**config.mk**
```make
export PLATFORM = sky130hd
export DESIGN_NAME = edge_timestamp_packetizer_flat
export DESIGN_NICKNAME = d
export VERILOG_FILES = /design/src/rtl/etp_pkg.sv /design/src/rtl/etp_if.sv /design/src/rtl/etp_front.sv /design/src/rtl/etp_queue.sv /design/src/rtl/etp_back.sv /design/src/rtl/edge_timestamp_packetizer.sv /design/src/flat_wrapper.sv
export SDC_FILE = /design/constraint.sdc
export NUM_CORES = 1
export LEC_CHECK = 0
export ABC_AREA = 1
export BUFFER_PORTS_ARGS = -buffer_cell sky130_fd_sc_hd__buf_2
export CELL_PAD_IN_SITES_DETAIL_PLACEMENT = 0
export CELL_PAD_IN_SITES_GLOBAL_PLACEMENT = 2
export CORE_AREA = 2 2 243 245
export CTS_BUF_LIST = sky130_fd_sc_hd__clkbuf_8
export CTS_CLUSTER_SIZE = 40
export DETAILED_ROUTE_END_ITERATION = 8
export DIE_AREA = 0 0 245 247
export GPL_ROUTABILITY_DRIVEN = 0
export HOLD_SLACK_MARGIN = 0.06
export PLACE_DENSITY = 0.54
export SETUP_SLACK_MARGIN = 0.05
export SYNTH_ARGS = -nofsm -noshare
export SYNTH_HDL_FRONTEND = slang
export SYNTH_HIERARCHICAL = 1
export SYNTH_SLANG_ARGS = --single-unit
```
**constraint.sdc**
```tcl
create_clock -name i_clk -period 5.2 [get_ports i_clk]
set_input_delay 1.04 -clock i_clk [delete_from_list [all_inputs] [get_ports i_clk]]
set_output_delay 1.04 -clock i_clk [all_outputs]
set_load 0.03 [all_outputs]
```
**src/rtl/etp_pkg.sv**
```systemverilog
`default_nettype none

package etp_pkg;

    // field widths
    localparam int TIME_W     = 32;
    localparam int WRAP_W     = 32;
    localparam int CNT_W      = 31;
    localparam int SLOT_IDX_W = 7;

    // defaults for the top level parameters
    localparam int SLOTS_PER_PACKET_DEF = 120;
    localparam int QUEUE_DEPTH_DEF      = 2;

    // reset value of the edge count wrap limit
    localparam logic [CNT_W-1:0] COUNT_LIMIT_RESET = 31'h5FFF_FFFF;

    // edge event handed from the front end to the record builder
    typedef struct packed {
        logic              quad;
        logic [TIME_W-1:0] time_val;
        logic [WRAP_W-1:0] wraps;
    } t_evt;

endpackage

`default_nettype wire

```
**src/rtl/etp_if.sv**
```systemverilog
`default_nettype none

// sample channel
interface etp_in_if import etp_pkg::*; ();
    logic              valid;
    logic              ready;
    logic              encoder_level;
    logic              quad_level;
    logic [TIME_W-1:0] time_now;
    logic [WRAP_W-1:0] wrap_total;
    logic              wrap_pending;

    modport source (output valid, encoder_level, quad_level, time_now, wrap_total,
                    wrap_pending, input ready);
    modport sink   (input valid, encoder_level, quad_level, time_now, wrap_total,
                    wrap_pending, output ready);
endinterface

// capture record channel
interface etp_out_if import etp_pkg::*; ();
    logic                  valid;
    logic                  ready;
    logic                  packet_select;
    logic [SLOT_IDX_W-1:0] slot_index;
    logic [TIME_W-1:0]     edge_time;
    logic [WRAP_W-1:0]     edge_wraps;
    logic [CNT_W-1:0]      edge_number;
    logic                  quad_capture;
    logic                  packet_done;

    modport source (output valid, packet_select, slot_index, edge_time, edge_wraps,
                    edge_number, quad_capture, packet_done, input ready);
    modport sink   (input valid, packet_select, slot_index, edge_time, edge_wraps,
                    edge_number, quad_capture, packet_done, output ready);
endinterface

`default_nettype wire

```
**src/rtl/etp_front.sv**
```systemverilog
`default_nettype none

module etp_front import etp_pkg::*; (
    input  wire   i_clk,
    input  wire   i_rst_n,
    etp_in_if.sink i_in,
    input  wire   i_q_full,
    output logic  o_push,
    output t_evt  o_evt
);

    logic r_prev;
    logic n_prev;
    logic w_accept;

    // take a sample whenever the queue has room
    assign i_in.ready = !i_q_full;
    assign w_accept   = i_in.valid && !i_q_full;

    // either edge of the encoder line raises an event
    assign o_push = w_accept && (i_in.encoder_level != r_prev);

    assign o_evt.quad     = i_in.quad_level;
    assign o_evt.time_val = i_in.time_now;
    assign o_evt.wraps    = i_in.wrap_total + WRAP_W'(i_in.wrap_pending);

    always_comb begin
        n_prev = r_prev;
        if (w_accept) begin
            n_prev = i_in.encoder_level;
        end
    end

    always_ff @(posedge i_clk) begin
        if (!i_rst_n) begin
            r_prev <= 1'b0;
        end else begin
            r_prev <= n_prev;
        end
    end

`ifndef SYNTHESIS
    // an event always leaves the stored level at the new one
    a_push_level: assert property (@(posedge i_clk) disable iff (!i_rst_n)
        o_push |=> (r_prev == $past(i_in.encoder_level)))
        else $error("front: stored level not updated on edge");
    // no event without a sample taken
    a_push_accept: assert property (@(posedge i_clk) disable iff (!i_rst_n)
        o_push |-> (i_in.valid && !i_q_full))
        else $error("front: event without accepted sample");
`endif

endmodule

`default_nettype wire

```
**src/rtl/etp_queue.sv**
```systemverilog
`default_nettype none

module etp_queue import etp_pkg::*; #(
    parameter int DEPTH = QUEUE_DEPTH_DEF
) (
    input  wire  i_clk,
    input  wire  i_rst_n,
    input  wire  i_push,
    input  t_evt i_evt,
    input  wire  i_pop,
    output logic o_full,
    output logic o_valid,
    output t_evt o_evt
);

    localparam int PTR_W = (DEPTH > 1) ? $clog2(DEPTH) : 1;
    localparam int CNT_QW = $clog2(DEPTH + 1);
    localparam logic [PTR_W-1:0]  PTR_LAST = PTR_W'(DEPTH - 1);
    localparam logic [CNT_QW-1:0] CNT_FULL = CNT_QW'(DEPTH);

    t_evt              r_mem [DEPTH];
    logic [PTR_W-1:0]  r_wr_ptr;
    logic [PTR_W-1:0]  r_rd_ptr;
    logic [CNT_QW-1:0] r_count;
    logic [PTR_W-1:0]  n_wr_ptr;
    logic [PTR_W-1:0]  n_rd_ptr;
    logic [CNT_QW-1:0] n_count;
    logic              w_wr;
    logic              w_rd;

    assign o_full  = (r_count == CNT_FULL);
    assign o_valid = (r_count != '0);
    assign o_evt   = r_mem[r_rd_ptr];

    assign w_wr = i_push && !o_full;
    assign w_rd = i_pop && o_valid;

    // pointer and fill count update
    always_comb begin
        n_wr_ptr = r_wr_ptr;
        n_rd_ptr = r_rd_ptr;
        n_count  = r_count;
        if (w_wr) begin
            n_wr_ptr = (r_wr_ptr == PTR_LAST) ? '0 : r_wr_ptr + 1'b1;
        end
        if (w_rd) begin
            n_rd_ptr = (r_rd_ptr == PTR_LAST) ? '0 : r_rd_ptr + 1'b1;
        end
        if (w_wr && !w_rd) begin
            n_count = r_count + 1'b1;
        end else if (w_rd && !w_wr) begin
            n_count = r_count - 1'b1;
        end
    end

    always_ff @(posedge i_clk) begin
        if (!i_rst_n) begin
            r_wr_ptr <= '0;
            r_rd_ptr <= '0;
            r_count  <= '0;
        end else begin
            r_wr_ptr <= n_wr_ptr;
            r_rd_ptr <= n_rd_ptr;
            r_count  <= n_count;
        end
    end

    // entry storage, no reset
    always_ff @(posedge i_clk) begin
        if (w_wr) begin
            r_mem[r_wr_ptr] <= i_evt;
        end
    end

`ifndef SYNTHESIS
    a_count_range: assert property (@(posedge i_clk) disable iff (!i_rst_n)
        r_count <= CNT_FULL)
        else $error("queue: fill count beyond depth");
    a_no_drop: assert property (@(posedge i_clk) disable iff (!i_rst_n)
        i_push |-> !o_full)
        else $error("queue: event pushed while full");
`endif

endmodule

`default_nettype wire

```
**src/rtl/etp_back.sv**
```systemverilog
`default_nettype none

module etp_back import etp_pkg::*; #(
    parameter int SLOTS_PER_PACKET = SLOTS_PER_PACKET_DEF
) (
    input  wire              i_clk,
    input  wire              i_rst_n,
    input  wire  [CNT_W-1:0] i_limit,
    input  wire              i_q_valid,
    input  t_evt             i_evt,
    output logic             o_pop,
    etp_out_if.source        o_out
);

    localparam int SLOT_W = (SLOTS_PER_PACKET > 1) ? $clog2(SLOTS_PER_PACKET) : 1;
    localparam logic [SLOT_W-1:0] SLOT_LAST = SLOT_W'(SLOTS_PER_PACKET - 1);

    logic [CNT_W-1:0]  r_edge_cnt;
    logic [SLOT_W-1:0] r_slot;
    logic              r_toggle;
    logic              r_out_valid;
    logic [CNT_W-1:0]  n_edge_cnt;
    logic [SLOT_W-1:0] n_slot;
    logic              n_toggle;
    logic [CNT_W-1:0]  w_cnt_inc;
    logic              w_last;
    logic              w_load;

    // output register free or being emptied this cycle
    assign w_load = !r_out_valid || o_out.ready;
    assign o_pop  = i_q_valid && w_load;

    assign w_cnt_inc = r_edge_cnt + 1'b1;
    assign w_last    = (r_slot >= SLOT_LAST);

    // counter updates for one record
    always_comb begin
        n_edge_cnt = r_edge_cnt;
        n_slot     = r_slot;
        n_toggle   = r_toggle;
        if (o_pop) begin
            n_edge_cnt = (w_cnt_inc == i_limit) ? '0 : w_cnt_inc;
            if (w_last) begin
                n_slot   = '0;
                n_toggle = !r_toggle;
            end else begin
                n_slot = r_slot + 1'b1;
            end
        end
    end

    always_ff @(posedge i_clk) begin
        if (!i_rst_n) begin
            r_edge_cnt  <= '0;
            r_slot      <= '0;
            r_toggle    <= 1'b0;
            r_out_valid <= 1'b0;
        end else begin
            r_edge_cnt <= n_edge_cnt;
            r_slot     <= n_slot;
            r_toggle   <= n_toggle;
            if (w_load) begin
                r_out_valid <= i_q_valid;
            end
        end
    end

    // record payload register
    always_ff @(posedge i_clk) begin
        if (o_pop) begin
            o_out.packet_select <= r_toggle;
            o_out.slot_index    <= SLOT_IDX_W'(r_slot);
            o_out.edge_time     <= i_evt.time_val;
            o_out.edge_wraps    <= i_evt.wraps;
            o_out.edge_number   <= w_cnt_inc;
            o_out.quad_capture  <= (r_slot == '0) ? i_evt.quad : 1'b0;
            o_out.packet_done   <= w_last;
        end
    end

    assign o_out.valid = r_out_valid;

`ifndef SYNTHESIS
    a_done_wraps: assert property (@(posedge i_clk) disable iff (!i_rst_n)
        (o_pop && w_last) |=> (r_slot == '0 && r_toggle != $past(r_toggle)))
        else $error("back: packet not switched after last slot");
    a_slot_range: assert property (@(posedge i_clk) disable iff (!i_rst_n)
        r_slot <= SLOT_LAST)
        else $error("back: slot beyond packet");
`endif

endmodule

`default_nettype wire

```
**src/rtl/edge_timestamp_packetizer.sv**
```systemverilog
`default_nettype none

// Channel   Dir  Handshake     Content
// i_in      in   valid/ready   one line sample: levels, timer, wrap total and flag
// o_out     out  valid/ready   one capture record per encoder edge
// i_cfg_*   in   write enable  edge count wrap limit
//
// One sample is taken per cycle while the two-entry edge queue has room.
// A sample with an edge passes through a queue entry and then the output register before it shows on o_out.
// The record builder does one record a cycle while its output register is free or being emptied.
// Reset is synchronous, active low; limit returns to 0x5FFFFFFF, counters to zero.
// A stalled o_out fills the output register, then the queue, then drops i_in.ready.

module edge_timestamp_packetizer import etp_pkg::*; #(
    parameter int SLOTS_PER_PACKET = SLOTS_PER_PACKET_DEF,
    parameter int QUEUE_DEPTH      = QUEUE_DEPTH_DEF
) (
    input  wire              i_clk,
    input  wire              i_rst_n,
    etp_in_if.sink           i_in,
    etp_out_if.source        o_out,
    input  wire              i_cfg_we,
    input  wire  [CNT_W-1:0] i_cfg_wdata
);

    logic [CNT_W-1:0] r_limit;
    logic             w_push;
    logic             w_pop;
    logic             w_q_full;
    logic             w_q_valid;
    t_evt             w_evt_in;
    t_evt             w_evt_out;

    // wrap limit register
    always_ff @(posedge i_clk) begin
        if (!i_rst_n) begin
            r_limit <= COUNT_LIMIT_RESET;
        end else if (i_cfg_we) begin
            r_limit <= i_cfg_wdata;
        end
    end

    etp_front u_front (
        .i_clk    (i_clk),
        .i_rst_n  (i_rst_n),
        .i_in     (i_in),
        .i_q_full (w_q_full),
        .o_push   (w_push),
        .o_evt    (w_evt_in)
    );

    etp_queue #(
        .DEPTH (QUEUE_DEPTH)
    ) u_queue (
        .i_clk   (i_clk),
        .i_rst_n (i_rst_n),
        .i_push  (w_push),
        .i_evt   (w_evt_in),
        .i_pop   (w_pop),
        .o_full  (w_q_full),
        .o_valid (w_q_valid),
        .o_evt   (w_evt_out)
    );

    etp_back #(
        .SLOTS_PER_PACKET (SLOTS_PER_PACKET)
    ) u_back (
        .i_clk     (i_clk),
        .i_rst_n   (i_rst_n),
        .i_limit   (r_limit),
        .i_q_valid (w_q_valid),
        .i_evt     (w_evt_out),
        .o_pop     (w_pop),
        .o_out     (o_out)
    );

endmodule

`default_nettype wire
```
**src/flat_wrapper.sv**
```systemverilog
// flat-port wrapper written by rule: the top's interface ports become plain ports
module edge_timestamp_packetizer_flat import etp_pkg::*;
#(
    parameter int SLOTS_PER_PACKET = SLOTS_PER_PACKET_DEF,
    parameter int QUEUE_DEPTH      = QUEUE_DEPTH_DEF
)
  (i_clk, i_rst_n, i_cfg_we, i_cfg_wdata, i_in_valid, i_in_encoder_level, i_in_quad_level, i_in_time_now, i_in_wrap_total, i_in_wrap_pending, i_in_ready, o_out_valid, o_out_packet_select, o_out_slot_index, o_out_edge_time, o_out_edge_wraps, o_out_edge_number, o_out_quad_capture, o_out_packet_done, o_out_ready);
  etp_in_if i_in_i ();
  etp_out_if o_out_i ();
  input  wire i_clk;
  input  wire i_rst_n;
  input  wire i_cfg_we;
  input  wire  [CNT_W-1:0] i_cfg_wdata;
  input wire logic [$bits(i_in_i.valid)-1:0] i_in_valid;
  input wire logic [$bits(i_in_i.encoder_level)-1:0] i_in_encoder_level;
  input wire logic [$bits(i_in_i.quad_level)-1:0] i_in_quad_level;
  input wire logic [$bits(i_in_i.time_now)-1:0] i_in_time_now;
  input wire logic [$bits(i_in_i.wrap_total)-1:0] i_in_wrap_total;
  input wire logic [$bits(i_in_i.wrap_pending)-1:0] i_in_wrap_pending;
  output wire logic [$bits(i_in_i.ready)-1:0] i_in_ready;
  output wire logic [$bits(o_out_i.valid)-1:0] o_out_valid;
  output wire logic [$bits(o_out_i.packet_select)-1:0] o_out_packet_select;
  output wire logic [$bits(o_out_i.slot_index)-1:0] o_out_slot_index;
  output wire logic [$bits(o_out_i.edge_time)-1:0] o_out_edge_time;
  output wire logic [$bits(o_out_i.edge_wraps)-1:0] o_out_edge_wraps;
  output wire logic [$bits(o_out_i.edge_number)-1:0] o_out_edge_number;
  output wire logic [$bits(o_out_i.quad_capture)-1:0] o_out_quad_capture;
  output wire logic [$bits(o_out_i.packet_done)-1:0] o_out_packet_done;
  input wire logic [$bits(o_out_i.ready)-1:0] o_out_ready;
  assign i_in_i.valid = i_in_valid;
  assign i_in_i.encoder_level = i_in_encoder_level;
  assign i_in_i.quad_level = i_in_quad_level;
  assign i_in_i.time_now = i_in_time_now;
  assign i_in_i.wrap_total = i_in_wrap_total;
  assign i_in_i.wrap_pending = i_in_wrap_pending;
  assign i_in_ready = i_in_i.ready;
  assign o_out_valid = o_out_i.valid;
  assign o_out_packet_select = o_out_i.packet_select;
  assign o_out_slot_index = o_out_i.slot_index;
  assign o_out_edge_time = o_out_i.edge_time;
  assign o_out_edge_wraps = o_out_i.edge_wraps;
  assign o_out_edge_number = o_out_i.edge_number;
  assign o_out_quad_capture = o_out_i.quad_capture;
  assign o_out_packet_done = o_out_i.packet_done;
  assign o_out_i.ready = o_out_ready;
  edge_timestamp_packetizer #(.SLOTS_PER_PACKET(SLOTS_PER_PACKET), .QUEUE_DEPTH(QUEUE_DEPTH)) u_core (.i_clk(i_clk), .i_rst_n(i_rst_n), .i_in(i_in_i), .o_out(o_out_i), .i_cfg_we(i_cfg_we), .i_cfg_wdata(i_cfg_wdata));
endmodule
```
==> flow_summary_export.csv <==
group,metric,value,unit
die,dieArea,60500,um^2
synthesis,syn-cell-area,14400,um^2
route,routed_via_density,4.04,
synthesis,synthFlopType,"edfxtp_1",
clock_tree,htree_levels,2,
worst_setup_path,start_kind,"register",
worst_setup_path,cp_max_fo,19,
sta,clock.fmax,313,MHz
placement,io_buffers,209,
route,drt_iter0_markers,406,
clock_tree,postCtsSetupBuffers,0,
die,boundaryPins,210,
global_route,antenna_found_initial,3,
sta,clock-skew-final,0.0330,ns
finish,drive_above_1_share,0.281,
synthesis,synthArstFlopShare,0,
route,ant_nets,0,
global_route,grt_pass1_wl,58.6,mm
placement,dp.cells,2285,
route,wl_per_cell,16.5,um
hold_path,min_path_type,"reg2reg",
synthesis,syn_avg_cell_area,10.6,um^2
synthesis,synth_top_area_cell,"edfxtp_1",
clock_tree,cts_resized,0,
pwr,cellPowerDensity,491,nW/um^2
sta,worstMarginPinSlew,1.01,ns
clock_tree,cts_tree,"yes",
global_route,grt_overflow,0,
placement,place_area,16000,um^2
clock_tree,clk_pin_slew,0.06,ns
finish,layout_commonest_cell,"nand2_1",
finish,regArea,8600,um^2
die,initial_core_util,0.247,
placement,hpwl,26.7,mm
pwr,p_leak,7.01,nW
sta,min_period,3.19,ns
route,vias,9662,
pwr,ir_drop,0.444,mV
pwr,power,8.41,mW
finish,stdcell_count,2394,
worst_setup_path,max_stage_delay,0.46,ns
finish,area_delta_synth_final,19.2,%
worst_setup_path,crit_type,"reg2reg",
route,first_pass_iters,4,
die,fp.dieH,247,um
sta,fin_tns_setup,0,ns
sta,finalSetupViolCount,0,
synthesis,synth_top_area_frac,0.491,
clock_tree,clockRootBuffer,"clkbuf_8",
die,rows,89,
status,status,"completed",
synthesis,synth_area_leaders,"edfxtp_1, dfxtp_1, nand2_1",
synthesis,yosysWarnings,6,
synthesis,synth_edf_count,235,
sta,grt_setup_unrepaired,"no",
global_route,grt_max_degree,109,
die,die_w,245,um
clock_tree,hold_buffers,0,
worst_setup_path,worstPathCellList,"ha_1, nand2_2, nor2_4, nand3b_1, nor2_1, nand2_1, nand2_1, nor2_1, nor2_1, nand2_1, nor2_1, nand3_2, buf_4, nand2_1, a21oi_1",
sta,maxSlewHeadroom,0.325,
finish,nets,1684,
worst_setup_path,critPathArrivalTime,3.73,ns
synthesis,seq_area_frac_synth,0.599,
synthesis,ys_types,46,
finish,nFillCells,6133,
synthesis,ys_ff_latch,312,
die,core_area,58200,um^2
clock_tree,cts.sinks,312,
route,drc,0,
finish,final_area,17100,um^2
synthesis,synth_fp_nets,1468,
flow_run,drv_cap,0,
finish,layout_common_cells,"nand2_1, edfxtp_1, buf_2",
sta,slew_violations,0,
sta,fin_crit_sh,0.613,
worst_setup_path,cp_slowest_cell,"dfxtp_1",
clock_tree,cts-buffers-inserted,60,
route,wl,39.4,mm
clock_tree,worstSkewPairLatency,0.69,ns
global_route,first_global_vias,9746,
synthesis,synthCells,1358,
worst_setup_path,cp-end-kind,"register",
worst_setup_path,crit_required,5.74,ns
finish,multi_input_area,4820,um^2
sta,hold_viol,0,
global_route,grtUsageTotal,0.129,
clock_tree,cts_buffer_depth,3,
==> synthesized netlist by cell type, drive strengths merged (2+ instances only) <==
library cell and n:
a21oi 46, or2 2, o21bai 2, mux2 65, edfxtp 235, buf 54, dlygate4sd3 2, nand3 94
inv 118, nand3b 20, nor3 3, xnor2 7, ha 7, a211oi 2, nand2 432, dfxtp 77
clkbuf 5, dlygate4sd1 2, xor2 13, o21ai 7, nor2 158
==> metal layers <==
layer,vias to the layer above,global-route usage,part of all wire
met3,58,0.0415,0.066
met1,4521,0.151,0.42
li1,4891,-,-
met2,188,0.220,0.49
met5,-,0,0.00069
met4,4,0.0423,0.022
==> path summary, 6_finish.rpt <==
kind / to / slack, ns / start / depth (start not counted)
worst max-delay path: u_core/u_back/r_edge_cnt[11]$_SDFFE_PN0P_ / 2.01 / u_core/u_back/r_edge_cnt[0]$_SDFFE_PN0P_ / 15
worst max register to register: u_core/u_back/r_edge_cnt[11]$_SDFFE_PN0P_ / 2.01 / u_core/u_back/r_edge_cnt[0]$_SDFFE_PN0P_ / 15
worst min register to register: u_core/r_limit[20]$_SDFFE_PN1P_ / 0.46 / u_core/r_limit[20]$_SDFFE_PN1P_ / 2
worst min-delay path: u_core/r_limit[20]$_SDFFE_PN1P_ / 0.46 / u_core/r_limit[20]$_SDFFE_PN1P_ / 2
==> final cells by class <==
| type | count | share of cell area |
|---|---|---|
| inverters | 119 | 0.0264 |
| flip-flops and latches | 312 | 0.502 |
| clock buffers | 61 | 0.0490 |
| clock inverters | 47 | 0.0190 |
| repair buffers | 217 | 0.0653 |
| diodes | 1 | 0.000146 |
| multi-input cells | 864 | 0.281 |
| well taps | 773 | 0.0565 |
==> cell families (layout without fill, tap and decap cells) <==
logic type,Yosys count,count (layout),synth area share
other cells,0,1,0
compound gates,59,59,0.0243
simple gates,712,712,0.225
buf+inv,182,444,0.0671
xor+xnor,21,21,0.0153
mux,65,65,0.0640
flops,312,312,0.599
fa+ha+maj,7,7,0.00610
==> metrics by stage <==
step	utilization	worst slack [ns]	hold slack (ns)
floorplan	-	0.529	0.428
global placement	0.274	2.00	0.449
detailed placement	0.274	1.92	0.444
CTS	0.294	1.91	0.458
global route	0.294	1.70	0.468
finish	0.294	2.01	0.458
==> critical path: cells and delay by family, from the launching register on <==
kind / cells / cell delay (ns)
adders and majority gates: 1 / 0.26
DFF: 1 / 0.46
and+or+nand+nor: 12 / 1.86
buffers and inverters: 1 / 0.41
AOI/OAI and AO/OA: 1 / 0.06
==> registers in the layout (all words and copies together) (netlist names), named ones only <==
| name | flops |
|---|---|
| u_core/r_limit | 31 |
| u_core/u_back/o_out.edge_number | 31 |
| u_core/u_back/o_out.edge_time | 32 |
| u_core/u_back/o_out.edge_wraps | 32 |
| u_core/u_back/o_out.packet_done | 1 |
| u_core/u_back/o_out.packet_select | 1 |
| u_core/u_back/o_out.quad_capture | 1 |
| u_core/u_back/o_out.slot_index | 7 |
| u_core/u_back/o_out.valid | 1 |
| u_core/u_back/r_edge_cnt | 31 |
| u_core/u_back/r_slot | 7 |
| u_core/u_back/r_toggle | 1 |
| u_core/u_front/r_prev | 1 |
| u_core/u_queue/r_count | 2 |
| u_core/u_queue/r_mem | 130 |
| u_core/u_queue/r_rd_ptr | 1 |
| u_core/u_queue/r_wr_ptr | 1 |
==> power by group <==
group / leakage (nW) / total (mW) / switching [mW] / internal [mW]
sequential: 2.83 / 3.68 / 0.246 / 3.44
combinational: 3.51 / 2.32 / 1.64 / 0.680
clock: 0.673 / 2.40 / 1.14 / 1.26
Note: power is estimated with default switching activity, not from simulation.
